**src/sv/div64x32_pkg.sv**
```systemverilog
`default_nettype none

package div64x32_pkg;

  // Field widths of the stream payload. These are fixed by the bus format.
  localparam int DIVIDEND_BITS = 64;
  localparam int DIVISOR_BITS  = 32;

  // Default operand widths used inside the divider.
  localparam int DEF_DIVIDEND_WIDTH = 64;
  localparam int DEF_DIVISOR_WIDTH  = 32;

  typedef enum logic [1:0] {
    ST_IDLE,
    ST_PREP,
    ST_DIVIDE,
    ST_FINISH
  } state_t;

  // Commands from the controller to the datapath.
  typedef struct packed {
    logic load;    // capture operands from the input transaction
    logic prep;    // take magnitudes, record sign and zero-divisor flags
    logic step;    // one restoring shift-subtract step
    logic store;   // write the signed-corrected quotient to the output register
  } dp_cmd_t;

  // Status from the datapath to the controller.
  typedef struct packed {
    logic last;    // the current step produces the final quotient bit
  } dp_stat_t;

endpackage

`default_nettype wire

```
**src/sv/divide_64_by_32.sv**
```systemverilog
`default_nettype none

// Channel  Direction  tdata (low bit up)                     tuser
// s_*      in         dividend_bits[63:0], divisor_bits[95:64]  action (0 unsigned, 1 signed)
// m_*      out        quotient_bits[63:0]                    none
//
// Each transaction runs, from acceptance until the next input can be accepted, through an
// accept state, a state that takes operand magnitudes, DIVIDEND_WIDTH restoring
// shift-subtract steps (one quotient bit per cycle from the single subtractor), and a finish
// state that applies the sign and loads the output register. The output register lets
// a new input be accepted while a quotient waits on m_tready; a stalled output holds the
// divider in its finish state. Reset is synchronous, active high, and clears control state.

module divide_64_by_32
  import div64x32_pkg::*;
#(
  parameter int DIVIDEND_WIDTH = DEF_DIVIDEND_WIDTH,
  parameter int DIVISOR_WIDTH  = DEF_DIVISOR_WIDTH
) (
  input  wire logic                                  clk,
  input  wire logic                                  rst,
  input  wire logic                                  s_tvalid,
  output logic                                       s_tready,
  // Fields from bit 0 up: dividend_bits (64), divisor_bits (32).
  input  wire logic [DIVIDEND_BITS+DIVISOR_BITS-1:0] s_tdata,
  // Fields from bit 0 up: action (1).
  input  wire logic                                  s_tuser,
  output logic                                       m_tvalid,
  input  wire logic                                  m_tready,
  // Fields from bit 0 up: quotient_bits (64).
  output logic [DIVIDEND_BITS-1:0]                   m_tdata
);

  dp_cmd_t  cmd;
  dp_stat_t stat;

  // The controller sequences one division at a time and owns both handshakes.
  div64x32_ctrl u_ctrl (
    .clk      (clk),
    .rst      (rst),
    .s_tvalid (s_tvalid),
    .s_tready (s_tready),
    .m_tvalid (m_tvalid),
    .m_tready (m_tready),
    .stat     (stat),
    .cmd      (cmd)
  );

  // The datapath holds the operands, the partial remainder and the quotient register.
  div64x32_dp #(
    .DIVIDEND_WIDTH (DIVIDEND_WIDTH),
    .DIVISOR_WIDTH  (DIVISOR_WIDTH)
  ) u_dp (
    .clk           (clk),
    .rst           (rst),
    .cmd           (cmd),
    .stat          (stat),
    .action        (s_tuser),
    .dividend_bits (s_tdata[DIVIDEND_BITS-1:0]),
    .divisor_bits  (s_tdata[DIVIDEND_BITS+DIVISOR_BITS-1:DIVIDEND_BITS]),
    .quotient_bits (m_tdata)
  );

  // Once an input transaction is taken, the block is busy on the next cycle.
  a_busy_after_accept: assert property (@(posedge clk) disable iff (rst)
    (s_tvalid && s_tready) |=> !s_tready)
    else $error("input accepted while a division was in progress");

  // A loaded operand pair is always followed by the magnitude step.
  a_prep_after_load: assert property (@(posedge clk) disable iff (rst)
    cmd.load |=> cmd.prep)
    else $error("operand load not followed by magnitude step");

  // With the output register empty, the quotient appears after the prep, divide and finish states.
  a_fixed_latency: assert property (@(posedge clk) disable iff (rst)
    (s_tvalid && s_tready && !m_tvalid) |-> ##(DIVIDEND_WIDTH + 3) m_tvalid)
    else $error("quotient did not appear after the expected latency");

endmodule

`default_nettype wire

```
**src/sv/div64x32_ctrl.sv**
```systemverilog
`default_nettype none

module div64x32_ctrl
  import div64x32_pkg::*;
(
  input  wire logic     clk,
  input  wire logic     rst,
  input  wire logic     s_tvalid,
  output logic          s_tready,
  output logic          m_tvalid,
  input  wire logic     m_tready,
  input  wire dp_stat_t stat,
  output dp_cmd_t       cmd
);

  state_t state;
  state_t state_next;
  logic   out_free;
  logic   m_tvalid_next;

  // The output register can take a new quotient when empty or being drained.
  assign out_free = !m_tvalid || m_tready;

  always_comb begin
    state_next = state;
    case (state)
      ST_IDLE: begin
        if (s_tvalid) begin
          state_next = ST_PREP;
        end
      end
      ST_PREP: begin
        state_next = ST_DIVIDE;
      end
      ST_DIVIDE: begin
        if (stat.last) begin
          state_next = ST_FINISH;
        end
      end
      ST_FINISH: begin
        if (out_free) begin
          state_next = ST_IDLE;
        end
      end
      default: begin
        state_next = ST_IDLE;
      end
    endcase
  end

  always_comb begin
    s_tready  = 1'b0;
    cmd       = '0;
    case (state)
      ST_IDLE: begin
        s_tready = 1'b1;
        cmd.load = s_tvalid;
      end
      ST_PREP: begin
        cmd.prep = 1'b1;
      end
      ST_DIVIDE: begin
        cmd.step = 1'b1;
      end
      ST_FINISH: begin
        cmd.store = out_free;
      end
      default: begin
        s_tready = 1'b0;
      end
    endcase
  end

  always_comb begin
    m_tvalid_next = m_tvalid;
    if (cmd.store) begin
      m_tvalid_next = 1'b1;
    end else if (m_tready) begin
      m_tvalid_next = 1'b0;
    end
  end

  always_ff @(posedge clk) begin
    if (rst) begin
      state    <= ST_IDLE;
      m_tvalid <= 1'b0;
    end else begin
      state    <= state_next;
      m_tvalid <= m_tvalid_next;
    end
  end

endmodule

`default_nettype wire

```
**src/sv/div64x32_dp.sv**
```systemverilog
`default_nettype none

module div64x32_dp
  import div64x32_pkg::*;
#(
  parameter int DIVIDEND_WIDTH = DEF_DIVIDEND_WIDTH,
  parameter int DIVISOR_WIDTH  = DEF_DIVISOR_WIDTH
) (
  input  wire logic                     clk,
  input  wire logic                     rst,
  input  wire dp_cmd_t                  cmd,
  output dp_stat_t                      stat,
  input  wire logic                     action,
  input  wire logic [DIVIDEND_BITS-1:0] dividend_bits,
  input  wire logic [DIVISOR_BITS-1:0]  divisor_bits,
  output logic [DIVIDEND_BITS-1:0]      quotient_bits
);

  localparam int DW    = DIVIDEND_WIDTH;
  localparam int VW    = DIVISOR_WIDTH;
  localparam int CNT_W = $clog2(DW);

  // The dividend register shifts left each step; quotient bits enter at the bottom,
  // so after DW steps it holds the unsigned quotient.
  logic [DW-1:0]    num;
  logic [VW-1:0]    den;
  logic [VW-1:0]    rem;
  logic [CNT_W-1:0] cnt;
  logic             is_signed;
  logic             negate;
  logic             den_zero;
  logic [DW-1:0]    quot;

  logic [VW:0]      shifted;
  logic [VW+1:0]    diff;
  logic             borrow;
  logic             num_neg;
  logic             den_neg;
  logic [DW-1:0]    quot_fixed;

  assign shifted = {rem, num[DW-1]};
  assign diff    = {1'b0, shifted} - {2'b00, den};
  assign borrow  = diff[VW+1];

  assign num_neg = is_signed && num[DW-1];
  assign den_neg = is_signed && den[VW-1];

  always_comb begin
    if (den_zero) begin
      quot_fixed = '0;
    end else if (negate) begin
      quot_fixed = -num;
    end else begin
      quot_fixed = num;
    end
  end

  assign stat.last     = (cnt == '0);
  assign quotient_bits = DIVIDEND_BITS'(quot);

  always_ff @(posedge clk) begin
    if (cmd.load) begin
      num       <= dividend_bits[DW-1:0];
      den       <= divisor_bits[VW-1:0];
      is_signed <= action;
    end
    if (cmd.prep) begin
      if (num_neg) begin
        num <= -num;
      end
      if (den_neg) begin
        den <= -den;
      end
      negate   <= num_neg ^ den_neg;
      den_zero <= (den == '0);
      rem      <= '0;
    end
    if (cmd.step) begin
      if (borrow) begin
        rem <= shifted[VW-1:0];
        num <= {num[DW-2:0], 1'b0};
      end else begin
        rem <= diff[VW-1:0];
        num <= {num[DW-2:0], 1'b1};
      end
    end
    if (cmd.store) begin
      quot <= quot_fixed;
    end
  end

  // Step counter: control state, so it is reset.
  always_ff @(posedge clk) begin
    if (rst) begin
      cnt <= '0;
    end else if (cmd.prep) begin
      cnt <= CNT_W'(DW - 1);
    end else if (cmd.step) begin
      cnt <= cnt - 1'b1;
    end
  end

endmodule

`default_nettype wire
```
**config.mk**
```make
export PLATFORM = sky130hd
export DESIGN_NAME = divide_64_by_32
export DESIGN_NICKNAME = d
export VERILOG_FILES = /design/src/sv/div64x32_pkg.sv /design/src/sv/divide_64_by_32.sv /design/src/sv/div64x32_ctrl.sv /design/src/sv/div64x32_dp.sv
export SDC_FILE = /design/constraint.sdc
export NUM_CORES = 1
export LEC_CHECK = 0
export ABC_AREA = 1
export BUFFER_PORTS_ARGS = -buffer_cell sky130_fd_sc_hd__buf_2
export CORE_AREA = 2 2 170 172
export DETAILED_ROUTE_END_ITERATION = 8
export DIE_AREA = 0 0 172 174
export PLACE_DENSITY_LB_ADDON = 0.15
export SLEW_MARGIN = 5
export SYNTH_ARGS = -nofsm -noshare
export SYNTH_HDL_FRONTEND = slang
export SYNTH_SLANG_ARGS = --single-unit
```
**constraint.sdc**
```tcl
create_clock -name clk -period 4.75 [get_ports clk]
set_input_delay 0.95 -clock clk [delete_from_list [all_inputs] [get_ports clk]]
set_output_delay 0.95 -clock clk [all_outputs]
set_load 0.02 [all_outputs]
```
==> impl_metrics.ini <==
[floorplan]
fp-row-count = 62
io-pin-count = 167
die-area_sq_mm = 0.0299
initial_core_util_pct = 52.9
die_y_um = 174
die_w_um = 172
coreArea_sq_mm = 0.0282

[power]
power.leakage_nw = 8.32
power.density_mw_per_mm2 = 777
ir_drop_v = 0.000366

[sta]
setup_viol = 0
slew-limit-headroom_pct = 26.1
drv_slew = 0
finalCritPeriodShare_pct = 62.5
clock_skew_ps = 13.6
max_freq_mhz = 337
max_slew.worst_pin.slew_ps = 1110
finalHoldViolCount = 0
rsz0062_at_grt = no
finalSetupTns_ps = 0
fin_ws_ps = 1780
fin_crit_ps = 2970

[detailed_routing]
ant_nets = 0
post-route-drc-count = 0
vias_per_cell = 5.43
totalWireLength_mm = 49.4
drt-initial-drc-count = 1598
vias = 15356
wire_per_inst_um = 17.5
dr.pass1.iters = 6

[clock_network]
postCtsResizedCells = 0
clk_pin_slew_ps = 60
cts_max_level = 1
holdBufCountCts = 0
cts_root_buf = clkbuf_16
cts_tree = done
cts.sinks = 204
post_cts_buffers = 0
cts_buffer_depth = 3
cts_buffers = 24
clk_latency_ps = 540

[placed_design]
hpwl_mm = 37.6
dpl-instance-area_sq_mm = 0.0160
dp_slack_ps = 1850
portBuffers = 166
gp_congestion = 1.01

[grt]
grtUsageTotal_pct = 32.9
grt_first_pass_wirelength_mm = 77.0
antenna_found_initial = 0
grt_max_degree = 87
overflow = 0
grt_pass1_vias = 14430

[setup_path]
worst-r2r-setup-slack_ps = 1780
required_ps = 5020
critPathCapture = u_dp.num[0]
cp-start-kind = flip-flop
arrival_ps = 3240
cp-startpoint = u_ctrl.state[0]
critPathKind = reg2reg
r2r_start = u_ctrl.state[0]
reg2reg_to = u_dp.num[0]
reg2reg_depth = 8
end_kind = flip-flop
path_max_fanout = 51

[cells_and_area]
antenna_cells = 0
fin_nets = 2569
area_growth_pct = 12.8
fillCellCount = 2858
fin_area_sq_mm = 0.0168
finish.utilization_pct = 59.6
drive_above_1_share_pct = 11.7

[synth]
synth_cell_types = 46
synth_ff_type = dfxtp_1
syn_avg_cell_area_sq_um = 6.50
synth_cells = 2297
ys_async_sr_fraction_pct = 0
netlist_area_sq_mm = 0.0149
synthesis.nets = 2439
synth_edf_count = 101
ys_seq_area_share_pct = 34.1
ys.warnings.count = 0
synth.ff_latch_count = 204

[run]
drv_cap = 0

[status]
status = completed

[hold_path]
hold_class = reg2reg
==> cells in the final DEF (no fill, tap or decap), types with 10 or more instances in the layout <==
cell type / n
ha_1: 39
buf_2: 166
o211ai_1: 10
nor2_2: 27
o221ai_1: 11
clkbuf_16: 26
inv_2: 10
nand4_1: 38
o21ai_0: 166
nand2_1: 705
xor2_1: 50
edfxtp_1: 101
inv_1: 356
a22oi_1: 50
a21oi_1: 96
buf_4: 11
nand3_1: 116
nor2_1: 226
nand3b_1: 19
dfxtp_1: 103
nor3_1: 19
==> kinds of logic after synthesis <==
kind of cell / after synthesis / share of synthesized area [%]
flip-flops: 204 / 34.1
AO/OA/AOI/OAI: 364 / 13.8
AND/OR/NAND/NOR: 1189 / 33.9
buffers and inverters: 447 / 11.6
XOR/XNOR: 52 / 3.05
adder cells (fa/ha/maj): 41 / 3.49
==> worst max-delay path, stage by stage (launching register included) <==
cell and delay (ps):
dfxtp_1 330, inv_1 140, ha_4 540, inv_1 370, nand2_1 550, clkinv_1 140, buf_4 310, nand2_1 140
nand2_1 100
==> synthesized netlist by cell type, types with 5 or more instances <==
library cell	instances	area [sq um]
o21ai_1	6	30.0
nand3b_1	19	143
xor2_1	50	438
clkbuf_1	53	199
o22ai_1	8	50.1
nor2_2	26	163
inv_1	356	1340
nand4_1	38	238
buf_2	12	60.1
dfxtp_1	103	2060
nor3_1	19	95.1
buf_1	5	18.8
edfxtp_1	101	3030
clkinv_1	6	22.5
nor2_1	228	856
a21oi_1	97	485
nand2_2	9	56.3
nand3_1	116	581
inv_2	10	37.5
a22oi_1	50	375
nor2_4	8	90.1
a31oi_1	9	56.3
ha_1	40	500
o221ai_1	11	96.3
o21ai_0	166	831
o211ai_1	10	75.1
nand2_1	705	2650
==> layer usage <==
metal	track usage [%]	wire length, um	up-vias
met3	3.69	2920	127
li1	-	-	7631
met4	18.0	2990	0
met1	40.1	19800	6991
met5	0	0	-
met2	56.5	23700	607
==> how the worst min path moves through the flow <==
| stage | from | endpoint | slack, ps | depth (start not counted) |
|---|---|---|---|---|
| 5_1_grt | u_dp.cnt[0] | u_dp.cnt[0] | 500 | 1 |
| 2_1_floorplan | u_dp.cnt[2] | u_dp.cnt[2] | 440 | 2 |
| 6_report | u_dp.cnt[2] | u_dp.cnt[2] | 470 | 2 |
| 3_3_place_gp | u_dp.cnt[2] | u_dp.cnt[2] | 460 | 2 |
| 3_5_place_dp | u_dp.cnt[2] | u_dp.cnt[2] | 460 | 2 |
| 4_1_cts | u_dp.cnt[2] | u_dp.cnt[2] | 470 | 2 |
==> where the power goes <==
group	total, mW	switching, mW	leakage [nW]	internal [mW]
Sequential	3.37	0.608	1.82	2.77
Clock	1.88	0.791	0.387	1.09
Combinational	7.83	5.34	6.11	2.48
==> sequential cells by signal (all words and copies together) (netlist names) <==
name                cells
u_ctrl.m_tvalid         1
u_ctrl.state            2
u_dp.cnt                6
u_dp.den               32
u_dp.den_zero           1
u_dp.is_signed          1
u_dp.negate             1
u_dp.num               64
u_dp.quotient_bits     64
u_dp.rem               32
==> cell type report <==
type	instances	area, sq um	area share [%]
multi-input combinational	1646	8130	48.3
sequential	204	5090	30.3
inverter	373	1410	8.36
timing repair buffer	178	933	5.54
clock buffer	33	707	4.20
tap	384	480	2.85
clock inverter	11	81.3	0.483
==> stage by stage <==
stage | std cells | hold WS (ps) | power, mW
floorplan | 2297 | 438 | 9.11
global placement | 2785 | 460 | 11.0
detailed placement | 2785 | 463 | 11.1
CTS | 2829 | 470 | 13.0
global route | 2829 | 500 | 14.3
finish | 2829 | 472 | 13.1
Power figures use the tool's default switching activity.
